$ cat config.mk
export PLATFORM = sky130hd
export DESIGN_NAME = coalescing_drop_oldest_fifo_unit
export DESIGN_NICKNAME = d
export VERILOG_FILES = /design/src/rtl/cdof_pkg.sv /design/src/rtl/cdof_front.sv /design/src/rtl/cdof_back.sv /design/src/rtl/coalescing_drop_oldest_fifo_unit.sv
export SDC_FILE = /design/constraint.sdc
export NUM_CORES = 2
export LEC_CHECK = 0
export ABC_AREA = 1
export BUFFER_PORTS_ARGS = -buffer_cell sky130_fd_sc_hd__buf_2
export CORE_MARGIN = 2
export CORE_UTILIZATION = 63
export DETAILED_ROUTE_END_ITERATION = 12
export PLACE_DENSITY = 0.8
export SLEW_MARGIN = 20
export SYNTH_ARGS = -nofsm -noshare
export SYNTH_HDL_FRONTEND = slang
export SYNTH_HIERARCHICAL = 1
export SYNTH_SLANG_ARGS = --single-unit
$ cat constraint.sdc
create_clock -name clk -period 9.6 [get_ports clk]
set_clock_uncertainty 0.1 [all_clocks]
set_input_delay 1.44 -clock clk [delete_from_list [all_inputs] [get_ports clk]]
set_output_delay 1.44 -clock clk [all_outputs]
set_load 0.01 [all_outputs]
$ cat src/rtl/cdof_pkg.sv
// types and codes of the coalescing drop-oldest event fifo
// no dependencies; used by the front, the back, the top level and the checker
package cdof_pkg;

    localparam int KIND_W    = 2;
    localparam int PAY_W     = 32;
    localparam int TYPE_W    = 16;
    localparam int KEY_W     = 16;
    localparam int CAP_IN_W  = 6;
    localparam int LEVEL_W   = 6;
    localparam int COUNTER_W = 32;

    // input kind codes
    localparam logic [KIND_W-1:0] KIND_PUSH     = 2'd0;
    localparam logic [KIND_W-1:0] KIND_POP      = 2'd1;
    localparam logic [KIND_W-1:0] KIND_TAKE_ALL = 2'd2;
    localparam logic [KIND_W-1:0] KIND_CLEAR    = 2'd3;

    typedef enum logic [1:0] {
        OP_PUSH,
        OP_POP,
        OP_TAKE_ALL,
        OP_CLEAR
    } op_t;

    typedef enum logic [2:0] {
        STATUS_APPENDED      = 3'd0,
        STATUS_APPENDED_DROP = 3'd1,
        STATUS_COALESCED     = 3'd2,
        STATUS_ENTRY         = 3'd3,
        STATUS_EMPTY         = 3'd4,
        STATUS_CLEARED       = 3'd5
    } status_t;

    typedef enum logic {
        ST_IDLE,
        ST_EXEC
    } state_t;

    typedef struct packed {
        op_t               op;
        logic [PAY_W-1:0]  payload;
        logic [TYPE_W-1:0] event_type;
        logic [KEY_W-1:0]  merge_key;
        logic              merge_enable;
    } cmd_t;

    typedef struct packed {
        status_t              status;
        logic [PAY_W-1:0]     out_payload;
        logic [TYPE_W-1:0]    out_type;
        logic [KEY_W-1:0]     out_key;
        logic                 out_key_enable;
        logic                 last;
        logic [LEVEL_W-1:0]   level;
        logic [COUNTER_W-1:0] dropped_total;
        logic [COUNTER_W-1:0] merged_total;
    } result_t;

endpackage

$ cat src/rtl/cdof_front.sv
// front end of the event fifo: accepts input beats, decodes the kind
// and holds the decoded commands in a two-entry queue; uses cdof_pkg
module cdof_front
(
    input  logic                         clk,
    input  logic                         rst_n,
    input  logic                         in_valid,
    output logic                         in_ready,
    input  logic [cdof_pkg::KIND_W-1:0]  kind,
    input  logic [cdof_pkg::PAY_W-1:0]   payload,
    input  logic [cdof_pkg::TYPE_W-1:0]  event_type,
    input  logic [cdof_pkg::KEY_W-1:0]   merge_key,
    input  logic                         merge_enable,
    output logic                         cmd_valid,
    output cdof_pkg::cmd_t               cmd,
    input  logic                         cmd_pop
);

    localparam int QD = 2;

    cdof_pkg::cmd_t  queue_mem [QD];
    cdof_pkg::cmd_t  cmd_in;
    logic            wr_ptr_reg;
    logic            wr_ptr_next;
    logic            rd_ptr_reg;
    logic            rd_ptr_next;
    logic [1:0]      fill_reg;
    logic [1:0]      fill_next;
    logic            push;
    logic            pop;

    always_comb
    begin
        cmd_in.payload      = payload;
        cmd_in.event_type   = event_type;
        cmd_in.merge_key    = merge_key;
        cmd_in.merge_enable = merge_enable;
        case (kind)
            cdof_pkg::KIND_PUSH:     cmd_in.op = cdof_pkg::OP_PUSH;
            cdof_pkg::KIND_POP:      cmd_in.op = cdof_pkg::OP_POP;
            cdof_pkg::KIND_TAKE_ALL: cmd_in.op = cdof_pkg::OP_TAKE_ALL;
            cdof_pkg::KIND_CLEAR:    cmd_in.op = cdof_pkg::OP_CLEAR;
            default:                 cmd_in.op = cdof_pkg::OP_CLEAR;
        endcase
    end

    assign in_ready  = (fill_reg != 2'(QD));
    assign cmd_valid = (fill_reg != 2'd0);
    assign cmd       = queue_mem[rd_ptr_reg];
    assign push      = in_valid && in_ready;
    assign pop       = cmd_pop && cmd_valid;

    always_comb
    begin
        // two entries, so the pointers just toggle
        wr_ptr_next = push ? ~wr_ptr_reg : wr_ptr_reg;
        rd_ptr_next = pop ? ~rd_ptr_reg : rd_ptr_reg;
        fill_next   = fill_reg;
        if (push && !pop)
        begin
            fill_next = fill_reg + 2'd1;
        end
        else if (pop && !push)
        begin
            fill_next = fill_reg - 2'd1;
        end
    end

    always_ff @(posedge clk)
    begin
        if (push)
        begin
            queue_mem[wr_ptr_reg] <= cmd_in;
        end
    end

    always_ff @(posedge clk or negedge rst_n)
    begin
        if (!rst_n)
        begin
            wr_ptr_reg <= 1'b0;
            rd_ptr_reg <= 1'b0;
            fill_reg   <= 2'd0;
        end
        else
        begin
            wr_ptr_reg <= wr_ptr_next;
            rd_ptr_reg <= rd_ptr_next;
            fill_reg   <= fill_next;
        end
    end

endmodule

$ cat src/rtl/cdof_back.sv
// back end of the event fifo: entry store, ring pointers, counters and the
// sequencer that carries out one command, with the result output register
// uses cdof_pkg; commands come from cdof_front
module cdof_back
#(
    parameter int DEPTH        = 32,
    parameter int PAYLOAD_BITS = 32
)
(
    input  logic                             clk,
    input  logic                             rst_n,
    input  logic                             cfg_write_enable,
    input  logic [cdof_pkg::CAP_IN_W-1:0]    cfg_write_data,
    input  logic                             cmd_valid,
    input  cdof_pkg::cmd_t                   cmd,
    output logic                             cmd_pop,
    output logic                             out_valid,
    input  logic                             out_ready,
    output cdof_pkg::result_t                result
);

    localparam int IDX_W      = (DEPTH > 1) ? $clog2(DEPTH) : 1;
    localparam int CNT_W      = $clog2(DEPTH + 1);
    localparam int CAP_W      = (CNT_W > cdof_pkg::CAP_IN_W) ? CNT_W : cdof_pkg::CAP_IN_W;
    localparam int STORE_BITS = (PAYLOAD_BITS < cdof_pkg::PAY_W) ? PAYLOAD_BITS
                                                                 : cdof_pkg::PAY_W;
    localparam int TYPE_LO    = STORE_BITS;
    localparam int KEY_LO     = TYPE_LO + cdof_pkg::TYPE_W;
    localparam int KEN_BIT    = KEY_LO + cdof_pkg::KEY_W;
    localparam int ENTRY_W    = KEN_BIT + 1;
    localparam int LW         = cdof_pkg::LEVEL_W;
    localparam int CW         = cdof_pkg::COUNTER_W;
    localparam int PW         = cdof_pkg::PAY_W;

    // entry layout: {key enable, key, type, payload}
    logic [ENTRY_W-1:0]       mem [DEPTH];
    logic [ENTRY_W-1:0]       rd_data_reg;
    logic                     rd_en;
    logic [IDX_W-1:0]         rd_addr;
    logic                     wr_en;
    logic [IDX_W-1:0]         wr_addr;
    logic [ENTRY_W-1:0]       wr_data;

    cdof_pkg::state_t         state_reg;
    cdof_pkg::state_t         state_next;
    cdof_pkg::cmd_t           cmd_reg;
    cdof_pkg::cmd_t           cmd_next;
    logic [IDX_W-1:0]         head_reg;
    logic [IDX_W-1:0]         head_next;
    logic [CNT_W-1:0]         count_reg;
    logic [CNT_W-1:0]         count_next;
    logic [CW-1:0]            dropped_reg;
    logic [CW-1:0]            dropped_next;
    logic [CW-1:0]            merged_reg;
    logic [CW-1:0]            merged_next;
    logic [CAP_W-1:0]         cap_reg;
    logic [IDX_W-1:0]         walk_idx_reg;
    logic [IDX_W-1:0]         walk_idx_next;
    logic [CNT_W-1:0]         walk_left_reg;
    logic [CNT_W-1:0]         walk_left_next;
    logic                     out_valid_reg;
    cdof_pkg::result_t        res_reg;
    cdof_pkg::result_t        res_next;
    logic                     load_res;

    logic                     out_free;
    logic [IDX_W-1:0]         tail;
    logic                     merge_hit;
    logic [CNT_W-1:0]         cap_eff;
    logic [CNT_W-1:0]         keep;
    logic [CNT_W-1:0]         drop;
    logic [CNT_W-1:0]         kept;
    logic [IDX_W-1:0]         trim_head;
    logic [IDX_W-1:0]         slot;
    logic [IDX_W-1:0]         walk_step;

    // ring index plus an offset of at most DEPTH, wrapped once
    function automatic logic [IDX_W-1:0] wrap_add(input logic [IDX_W-1:0] a,
                                                  input logic [CNT_W-1:0] b);
        logic [CNT_W:0] s;
        s = (CNT_W+1)'(a) + (CNT_W+1)'(b);
        if (s >= (CNT_W+1)'(DEPTH))
        begin
            s = s - (CNT_W+1)'(DEPTH);
        end
        return s[IDX_W-1:0];
    endfunction

    function automatic logic [CW-1:0] sat_add(input logic [CW-1:0] a,
                                              input logic [CW-1:0] b);
        logic [CW:0] s;
        s = (CW+1)'(a) + (CW+1)'(b);
        return s[CW] ? {CW{1'b1}} : s[CW-1:0];
    endfunction

    assign out_free  = !out_valid_reg || out_ready;
    assign out_valid = out_valid_reg;
    assign result    = res_reg;

    always_comb
    begin
        tail = wrap_add(head_reg, (count_reg == '0) ? '0 : count_reg - 1'b1);

        merge_hit = cmd_reg.merge_enable && (count_reg != '0)
                    && (rd_data_reg[KEY_LO-1:TYPE_LO] == cmd_reg.event_type)
                    && (rd_data_reg[KEN_BIT-1:KEY_LO] == cmd_reg.merge_key)
                    && rd_data_reg[KEN_BIT];

        // lowered capacity trims here, on the next appending push
        cap_eff = (cap_reg >= CAP_W'(DEPTH)) ? CNT_W'(DEPTH) : CNT_W'(cap_reg);
        keep    = (cap_eff != '0) ? cap_eff - 1'b1 : '0;
        if (count_reg > keep)
        begin
            drop = count_reg - keep;
            kept = keep;
        end
        else
        begin
            drop = '0;
            kept = count_reg;
        end
        trim_head = wrap_add(head_reg, drop);
        slot      = wrap_add(trim_head, kept);
        walk_step = wrap_add(walk_idx_reg, CNT_W'(1));
    end

    always_comb
    begin
        state_next     = state_reg;
        cmd_next       = cmd_reg;
        head_next      = head_reg;
        count_next     = count_reg;
        dropped_next   = dropped_reg;
        merged_next    = merged_reg;
        walk_idx_next  = walk_idx_reg;
        walk_left_next = walk_left_reg;
        cmd_pop        = 1'b0;
        rd_en          = 1'b0;
        rd_addr        = head_reg;
        wr_en          = 1'b0;
        wr_addr        = slot;
        wr_data        = {cmd_reg.merge_enable, cmd_reg.merge_key, cmd_reg.event_type,
                          cmd_reg.payload[STORE_BITS-1:0]};
        load_res       = 1'b0;

        res_next                = res_reg;
        res_next.out_payload    = '0;
        res_next.out_type       = '0;
        res_next.out_key        = '0;
        res_next.out_key_enable = 1'b0;
        res_next.last           = 1'b1;

        case (state_reg)
            cdof_pkg::ST_IDLE:
            begin
                if (cmd_valid)
                begin
                    // fetch the tail for a push, the head for anything else
                    cmd_pop        = 1'b1;
                    cmd_next       = cmd;
                    rd_en          = 1'b1;
                    rd_addr        = (cmd.op == cdof_pkg::OP_PUSH) ? tail : head_reg;
                    walk_idx_next  = head_reg;
                    walk_left_next = count_reg;
                    state_next     = cdof_pkg::ST_EXEC;
                end
            end
            cdof_pkg::ST_EXEC:
            begin
                if (out_free)
                begin
                    load_res   = 1'b1;
                    state_next = cdof_pkg::ST_IDLE;
                    case (cmd_reg.op)
                        cdof_pkg::OP_PUSH:
                        begin
                            wr_en = 1'b1;
                            if (merge_hit)
                            begin
                                wr_addr         = tail;
                                wr_data         = {rd_data_reg[ENTRY_W-1:TYPE_LO],
                                                   cmd_reg.payload[STORE_BITS-1:0]};
                                merged_next     = sat_add(merged_reg, CW'(1));
                                res_next.status = cdof_pkg::STATUS_COALESCED;
                            end
                            else
                            begin
                                head_next       = trim_head;
                                count_next      = kept + 1'b1;
                                dropped_next    = sat_add(dropped_reg, CW'(drop));
                                res_next.status = (drop != '0)
                                                  ? cdof_pkg::STATUS_APPENDED_DROP
                                                  : cdof_pkg::STATUS_APPENDED;
                            end
                        end
                        cdof_pkg::OP_POP:
                        begin
                            if (count_reg == '0)
                            begin
                                res_next.status = cdof_pkg::STATUS_EMPTY;
                            end
                            else
                            begin
                                count_next = count_reg - 1'b1;
                                head_next  = (count_reg == CNT_W'(1)) ? '0
                                             : wrap_add(head_reg, CNT_W'(1));
                                res_next.status         = cdof_pkg::STATUS_ENTRY;
                                res_next.out_payload    = PW'(rd_data_reg[STORE_BITS-1:0]);
                                res_next.out_type       = rd_data_reg[KEY_LO-1:TYPE_LO];
                                res_next.out_key        = rd_data_reg[KEN_BIT-1:KEY_LO];
                                res_next.out_key_enable = rd_data_reg[KEN_BIT];
                            end
                        end
                        cdof_pkg::OP_TAKE_ALL:
                        begin
                            if (walk_left_reg == '0)
                            begin
                                res_next.status = cdof_pkg::STATUS_EMPTY;
                            end
                            else
                            begin
                                // one entry per beat, next read issued alongside
                                count_next              = '0;
                                head_next               = '0;
                                walk_left_next          = walk_left_reg - 1'b1;
                                walk_idx_next           = walk_step;
                                res_next.status         = cdof_pkg::STATUS_ENTRY;
                                res_next.out_payload    = PW'(rd_data_reg[STORE_BITS-1:0]);
                                res_next.out_type       = rd_data_reg[KEY_LO-1:TYPE_LO];
                                res_next.out_key        = rd_data_reg[KEN_BIT-1:KEY_LO];
                                res_next.out_key_enable = rd_data_reg[KEN_BIT];
                                res_next.last           = (walk_left_reg == CNT_W'(1));
                                if (walk_left_reg != CNT_W'(1))
                                begin
                                    rd_en      = 1'b1;
                                    rd_addr    = walk_step;
                                    state_next = cdof_pkg::ST_EXEC;
                                end
                            end
                        end
                        cdof_pkg::OP_CLEAR:
                        begin
                            count_next      = '0;
                            head_next       = '0;
                            res_next.status = cdof_pkg::STATUS_CLEARED;
                        end
                        default:
                        begin
                            res_next.status = cdof_pkg::STATUS_CLEARED;
                        end
                    endcase
                    res_next.level         = LW'(count_next);
                    res_next.dropped_total = dropped_next;
                    res_next.merged_total  = merged_next;
                end
            end
            default:
            begin
                state_next = cdof_pkg::ST_IDLE;
            end
        endcase
    end

    always_ff @(posedge clk)
    begin
        if (wr_en)
        begin
            mem[wr_addr] <= wr_data;
        end
        if (rd_en)
        begin
            rd_data_reg <= mem[rd_addr];
        end
    end

    always_ff @(posedge clk)
    begin
        cmd_reg <= cmd_next;
        if (load_res)
        begin
            res_reg <= res_next;
        end
    end

    always_ff @(posedge clk or negedge rst_n)
    begin
        if (!rst_n)
        begin
            state_reg     <= cdof_pkg::ST_IDLE;
            head_reg      <= '0;
            count_reg     <= '0;
            dropped_reg   <= '0;
            merged_reg    <= '0;
            cap_reg       <= CAP_W'(DEPTH);
            walk_idx_reg  <= '0;
            walk_left_reg <= '0;
            out_valid_reg <= 1'b0;
        end
        else
        begin
            state_reg     <= state_next;
            head_reg      <= head_next;
            count_reg     <= count_next;
            dropped_reg   <= dropped_next;
            merged_reg    <= merged_next;
            walk_idx_reg  <= walk_idx_next;
            walk_left_reg <= walk_left_next;
            if (cfg_write_enable)
            begin
                cap_reg <= CAP_W'(cfg_write_data);
            end
            if (load_res)
            begin
                out_valid_reg <= 1'b1;
            end
            else if (out_ready)
            begin
                out_valid_reg <= 1'b0;
            end
        end
    end

endmodule

$ cat src/rtl/coalescing_drop_oldest_fifo_unit.sv
// Event FIFO with drop-oldest overflow and tail coalescing. For a push, pop or
// clear the back end reads the tail or head from the store, then does the update
// and write once the result register is free; take-all returns one entry per
// cycle while the result register is free, from the single registered read port
// of the entry store. A two-entry command queue sits in front, so up to two
// further beats are taken while the back end works or the result register waits
// for out_ready. The store needs no clearing after reset: only written entries are used.
module coalescing_drop_oldest_fifo_unit
#(
    parameter int DEPTH        = 32,
    parameter int PAYLOAD_BITS = 32
)
(
    input  logic                              clk,
    input  logic                              rst_n,
    input  logic                              cfg_write_enable,
    input  logic [cdof_pkg::CAP_IN_W-1:0]     cfg_write_data,
    input  logic                              in_valid,
    output logic                              in_ready,
    input  logic [cdof_pkg::KIND_W-1:0]       kind,
    input  logic [cdof_pkg::PAY_W-1:0]        payload,
    input  logic [cdof_pkg::TYPE_W-1:0]       event_type,
    input  logic [cdof_pkg::KEY_W-1:0]        merge_key,
    input  logic                              merge_enable,
    output logic                              out_valid,
    input  logic                              out_ready,
    output logic [2:0]                        status,
    output logic [cdof_pkg::PAY_W-1:0]        out_payload,
    output logic [cdof_pkg::TYPE_W-1:0]       out_type,
    output logic [cdof_pkg::KEY_W-1:0]        out_key,
    output logic                              out_key_enable,
    output logic                              last,
    output logic [cdof_pkg::LEVEL_W-1:0]      level,
    output logic [cdof_pkg::COUNTER_W-1:0]    dropped_total,
    output logic [cdof_pkg::COUNTER_W-1:0]    merged_total
);

    logic               cmd_valid;
    logic               cmd_pop;
    cdof_pkg::cmd_t     cmd;
    cdof_pkg::result_t  result;

    cdof_front u_front
    (
        .clk          (clk),
        .rst_n        (rst_n),
        .in_valid     (in_valid),
        .in_ready     (in_ready),
        .kind         (kind),
        .payload      (payload),
        .event_type   (event_type),
        .merge_key    (merge_key),
        .merge_enable (merge_enable),
        .cmd_valid    (cmd_valid),
        .cmd          (cmd),
        .cmd_pop      (cmd_pop)
    );

    cdof_back
    #(
        .DEPTH        (DEPTH),
        .PAYLOAD_BITS (PAYLOAD_BITS)
    )
    u_back
    (
        .clk              (clk),
        .rst_n            (rst_n),
        .cfg_write_enable (cfg_write_enable),
        .cfg_write_data   (cfg_write_data),
        .cmd_valid        (cmd_valid),
        .cmd              (cmd),
        .cmd_pop          (cmd_pop),
        .out_valid        (out_valid),
        .out_ready        (out_ready),
        .result           (result)
    );

    assign status         = result.status;
    assign out_payload    = result.out_payload;
    assign out_type       = result.out_type;
    assign out_key        = result.out_key;
    assign out_key_enable = result.out_key_enable;
    assign last           = result.last;
    assign level          = result.level;
    assign dropped_total  = result.dropped_total;
    assign merged_total   = result.merged_total;

endmodule

After elaboration in Yosys (flattened, before gate mapping)
Memories as Yosys holds them, arrays and structs flattened. A register that Yosys moved wholly into a read port is not among the register bits.
Cells that the tools add are included.
Word-level totals
  memories: 2
  input bits: 78
  RAM bits: 2214
  register bits after elaboration: 304
  word-level logic and storage cells: 188
  output and inout port bits: 141
Memories
  u_back.mem: words 32, bits a word 65, rd ports 1, clocked after memory_dff 1, wr ports 1, line cdof_back.sv:36  | logic [ENTRY_W-1:0] mem [DEPTH];
  u_front.queue_mem: words 2, bits a word 67, rd ports 1, clocked after memory_dff 0, wr ports 1, line cdof_front.sv:21  | cdof_pkg::cmd_t queue_mem [QD];
Operators by class
  eq/ne operators: 19
  add/subtract/negate cells: 19
  reduce and logical (&&, ||, !) cells: 29
  bitwise logic cells: 5
  $lt $le $gt $ge: 7
  mux-type cells: 81
Operator list (count)
  two-way mux 65 bit: 5
  two-way mux 32 bit: 6
  one-hot mux 65 bit (2 select lines): 1
  two-way mux 5 bit: 23
  two-way mux 6 bit: 12
  two-way mux 66 bit: 1
  adder 32 x 1 -> 33 bit (second input constant): 1
  adder 32 x 6 -> 33 bit: 1
  equality test 16 bit: 2
  subtractor 5 x 1 -> 5 bit (second input constant): 5
  one-hot mux 6 bit (4 select lines): 1
  adder 5 x 6 -> 7 bit: 3
  greater-or-equal comparator 7 x 6 -> 1 bit (second input constant): 3
  one-hot mux 5 bit (2 select lines): 2
  one-hot mux 5 bit (4 select lines): 1
  two-way mux 1 bit: 19
  greater-or-equal comparator 6 bit (second input constant): 3
  nonzero test 6 bit: 3
  subtractor 6 x 1 -> 6 bit (second input constant): 3
  inequality test 2 bit (second input constant): 8
  adder 5 x 1 -> 6 bit (second input constant): 2
  equality test 6 x 1 -> 1 bit (second input constant): 2
  zero test 6 bit: 2
  one-hot mux 3 bit (4 select lines): 1
  other kinds (24): 50

Longest topological paths before layout
  word-level depth: 16
  gate-level depth with buffers: 36

Cells and area by module
The synthesis kept the hierarchy.
By module, submodules not included
  cdof_back: area each 103621.9 µm², cells an instance 9000, instances 1, sequential area each 72951.2 µm²
  cdof_front: area each 5108.6 µm², cells an instance 381, instances 1, sequential area each 4124.0 µm²

Worst setup path after synthesis
OpenSTA, ideal clock, no wires.
  path type: register to register
  from: register u_back.cap_reg[5]
  to: memory u_back/mem[20][0] (netlist name) (enable)
  period minus slack after synthesis: 7.618 ns
  data required time: 9.011 ns
  buffers on the path: 1
  cell stages (with the launch flop): 30
  arrival: 7.030 ns
  setup slack: 1.982 ns
  path through: dfstp_2 nor2_1 inv_1 ha_1 nand2_1 nor2_1 nor2_1 ha_1 inv_1 fa_1 nand3_1 nand2_1 nand2_1 nand2_1 nand2_1 buf_2 nor2_1 ha_1 fa_1 xor2_1 ha_1 a31oi_1 nand3_1 nand2_1 inv_1 nand2_1 nand3_1 nand2_1 nand3_1 nor2_1
Between the ends
  cells in the longest elaborated chain, start to end: 16
  elaborated cells between the ends (all ways): 21
  classes of those cells: 6 x add/sub; 4 x order compare; 10 x mux; 1 x reduce/logical
RTL lines
  start, declared: line cdof_back.sv:56  | logic [CAP_W-1:0] cap_reg;
  start signal, assigned: line cdof_back.sv:294  | cap_reg <= CAP_W'(DEPTH);
  start signal, assigned: line cdof_back.sv:310  | cap_reg <= CAP_W'(cfg_write_data);
  greater-or-equal comparator 6 bit: line cdof_back.sv:110  | cap_eff = (cap_reg >= CAP_W'(DEPTH)) ? CNT_W'(DEPTH) : CNT_W'(cap_reg);
  two-way mux 6 bit *: line cdof_back.sv:110
  subtractor 6 x 1 -> 6 bit or nonzero test 6 bit (tied branches): line cdof_back.sv:111  | keep = (cap_eff != '0) ? cap_eff - 1'b1 : '0;
  two-way mux 6 bit *: line cdof_back.sv:111
  subtractor 6 bit or > comparator 6 bit (tied branches): line cdof_back.sv:114, cdof_back.sv:112
  two-way mux 6 bit: line cdof_back.sv:112  | if (count_reg > keep)
  adder 5 x 6 -> 7 bit: line cdof_back.sv:81  | s = (CNT_W+1)'(a) + (CNT_W+1)'(b);
  greater-or-equal comparator 7 x 6 -> 1 bit or subtractor 5 x 1 -> 5 bit (tied branches): line cdof_back.sv:82, cdof_back.sv:84
  two-way mux 5 bit: line cdof_back.sv:82  | if (s >= (CNT_W+1)'(DEPTH))
  adder 5 x 6 -> 7 bit *: line cdof_back.sv:81
  greater-or-equal comparator 7 x 6 -> 1 bit or subtractor 5 x 1 -> 5 bit (tied branches): line cdof_back.sv:82, cdof_back.sv:84
  two-way mux 5 bit *: line cdof_back.sv:82
  two-way mux 5 bit: line cdof_back.sv:178  | if (merge_hit)
  two-way mux 5 bit: line cdof_back.sv:174  | case (cmd_reg.op)
  two-way mux 5 bit: line cdof_back.sv:170  | if (out_free)
  two-way mux 5 bit *: line cdof_back.sv:153  | case (state_reg)
  end, declared: line cdof_back.sv:36
Every way passes the cells marked *; elsewhere a longest branch is shown, timed or not.

Final worst setup path
  from: register u_back.cap_reg[5]
  to: memory u_back/mem[0][33] (netlist name) (enable)
Same word-level chain as after synthesis.

==> impl_metrics.csv <==
group,metric,value,unit
status,status,"completed",
clock_tree,cts-root-buf,"clkbuf_16",
place,dp.cells,11400,
finish,nets,9510,
clock_tree,clk_latency,0.94,ns
synthesis,synth_area_leaders,"edfxtp_1, nand3_1, nand2_1",
sta,tns,0,ns
synthesis,synth_cell_types,53,
route,first_pass_iters,9,
synthesis,ys_warn_count,6,
worst_setup_path,endpoint_kind,"flop",
floorplan,placementRows,152,
floorplan,coreArea,172000,um2
synthesis,async_reset_ff_share,3.79,%
grt,grt_use_total,35.4,%
finish,area_growth,10.5,%
worst_setup_path,startpoint_type,"flop",
synthesis,synthFlopType,"edfxtp_1",
finish,top_register,"u_back/mem",
floorplan,die_w,419,um
sta,tightest_slew,1.20,ns
sta,period_share,75.0,%
floorplan,start_util,63.4,%
clock_tree,clock-sinks,2583,
grt,grt_pass1_vias,74600,
grt,grt_pass1_wl,465,mm
synthesis,synthCells,9381,
floorplan,io_pins,219,
floorplan,die_h,419,um
sta,setup_violations,0,
sta,maxSlewHeadroom,20.0,%
synthesis,synth_seq_area_share,70.9,%
worst_setup_path,slowest_delay,0.95,ns
place,routabilityCongestion,0.913,
clock_tree,clk_pin_slew,0.06,ns
clock_tree,cts_resized,0,
finish,fin_cells,11900,
job,cap_viol_max_count,0,
place,dp_hpwl,176,mm
finish,layout-drive-gt1-share,9.30,%
sta,fmax,139,MHz
clock_tree,cts_buffers,275,
worst_setup_path,worst-setup-path-type,"flop to flop",
sta,whs,0.409,ns
sta,rsz0062_at_grt,"false",
sta,hold_viol_final,0,
synthesis,ys_seq_elements,2583,
synthesis,synth_nets,9504,
worst_setup_path,cp_max_fo,28,
synthesis,avgSynthCellArea,11.6,um2
synthesis,syn-cell-area,109000,um2
route,routedWlPerCell,26.5,um
synthesis,synth_edf_count,2485,
sta,slew_violations,0,
route,drt_drc_violations_left,0,
route,vias,78400,
worst_setup_path,setup.worst_path.start,"u_back/cap_reg[5]$_DFFE_PN1P_",
grt,grt_antenna_before_repair,10,
worst_setup_path,crit_slowest_cell,"nor2_4",
route,ant_nets,0,
worst_setup_path,cp.required,10.05,ns
clock_tree,htreeDepth,5,
finish,largest_reg_flops,2080,
worst_setup_path,cpMostUsedCell,"nand2_1",
worst_hold_path,hp-class,"flop to flop",
synthesis,synth_top_area_cell,"edfxtp_1",
place,dp_slack,2.51,ns
route,avgViaCountPerCell,6.60,
worst_hold_path,holdCritStartpoint,"u_front/queue_mem[0][59]$_DFFE_PP_",
worst_setup_path,arrival,7.64,ns
synthesis,synth.top_cell.area_share,68.6,%
sta,layout_setup_ws,2.40,ns
route,routed_wl,316,mm
grt,grt_max_degree,200,
clock_tree,post_cts_buffers,0,
sta,min_period,7.20,ns
place,portBuffers,218,
grt,grt_overflow,0,
clock_tree,cts_tree,"done",
worst_setup_path,r2r-start,"u_back/cap_reg[5]$_DFFE_PN1P_",
route,drt-initial-drc-count,14400,
floorplan,die-area,176000,um2
clock_tree,cts_hold_buf,0,
clock_tree,clk_path_buf_depth,4,
synth_stat cells (2+ instances only):
library cell and count:
a31oi_1 5, nor3b_1 41, nand2_1 2196, and3_1 2, nor3_1 53, xnor2_1 14, buf_6 17, a32oi_1 3
o21ai_1 7, a32o_1 2, o21ai_0 64, or2_1 3, nor2_1 171, buf_4 52, edfxtp_1 2485, mux2_2 5
nand2_2 6, o211ai_1 5, or2_2 25, o22ai_1 5, inv_1 202, buf_2 334, nand3b_1 16, clkbuf_1 234
nor4_1 4, dfrtp_1 97, a21oi_1 29, xor2_1 31, inv_2 13, nand3_1 3095, nand3_2 7, nand4_1 40
ha_1 40, or2_0 3, o21bai_1 3, buf_1 44, nor3_2 3, fa_1 5, nor2_2 6
through the flow:
step	util (%)	area, um2
final	70.1	120000
after global routing	70.1	120000
after CTS	69.9	120000
after detailed placement	65.0	112000
after global placement	64.9	111000
after floorplan	-	109000
cell usage in the layout (no fill, tap or decap), drive strengths merged, types with 72 or more instances in the layout:
| cell type | n |
|---|---|
| edfxtp | 2485 |
| clkbuf | 338 |
| inv | 222 |
| nand3 | 3102 |
| buf | 410 |
| nor2 | 177 |
| o21ai | 72 |
| nand2 | 2203 |
| clkinv | 94 |
| dfrtp | 97 |
worst max-delay path: cells and delay by family (launching register included):
| kind | cells | cell delay [ns] |
|---|---|---|
| adder cells (fa/ha/maj) | 4 | 1.24 |
| XOR/XNOR | 1 | 0.16 |
| AND/OR/NAND/NOR | 19 | 3.43 |
| buffers and inverters | 4 | 0.79 |
| AO/OA/AOI/OAI | 2 | 0.54 |
| flip-flops | 1 | 0.56 |
metal layers:
layer / vias to the layer above / GRT usage, % / wire, um
li1: 33600 / - / -
met1: 37500 / 47.2 / 108000
met2: 6184 / 54.0 / 144000
met3: 1142 / 7.73 / 41300
met4: 6 / 21.3 / 21900
met5: - / 0 / 41
final timing paths:
| check | to | cells past startpoint | slack (ns) |
|---|---|---|---|
| hold / removal | u_back/cmd_reg[59]$_DFFE_PP_ | 2 | 0.41 |
| max in group asynchronous | u_back/walk_left_reg[2]$_DFFE_PN0P_ | 2 | 7.74 |
| min in group asynchronous | u_back/merged_reg[26]$_DFFE_PN0P_ | 1 | 0.53 |
| hold reg to reg | u_back/cmd_reg[59]$_DFFE_PP_ | 2 | 0.41 |
| setup reg to reg | u_back/mem[0][33]$_DFFE_PP_ | 30 | 2.40 |
| setup / recovery | u_back/mem[0][33]$_DFFE_PP_ | 30 | 2.40 |
cell type report:
type                    instances  area [um2]
inverters                     216         838
repair buffers                410        3030
diodes                          2        5.00
clock inverters               128        1150
multi-input cells            5901       27900
flip-flops and latches       2583       77100
fillers                     11400       51400
clock buffers                 338        7280
well taps                    2310        2890
kinds of logic (layout without fill, tap and decap cells):
kind of cell	after synthesis	after routing	share of synthesized area, %
AOI/OAI and AO/OA	133	133	0.694
xor gates and xnor gates	45	45	0.362
adders and majority gates	45	45	0.552
buffers and inverters	897	1092	3.78
DFF	2583	2583	70.9
muxes	5	5	0.0518
other	0	2	0
and+or+nand+nor	5673	5673	23.7
Power is not shown: default switching activity piles up to over one toggle a cycle in this logic, so the estimate is an artifact.
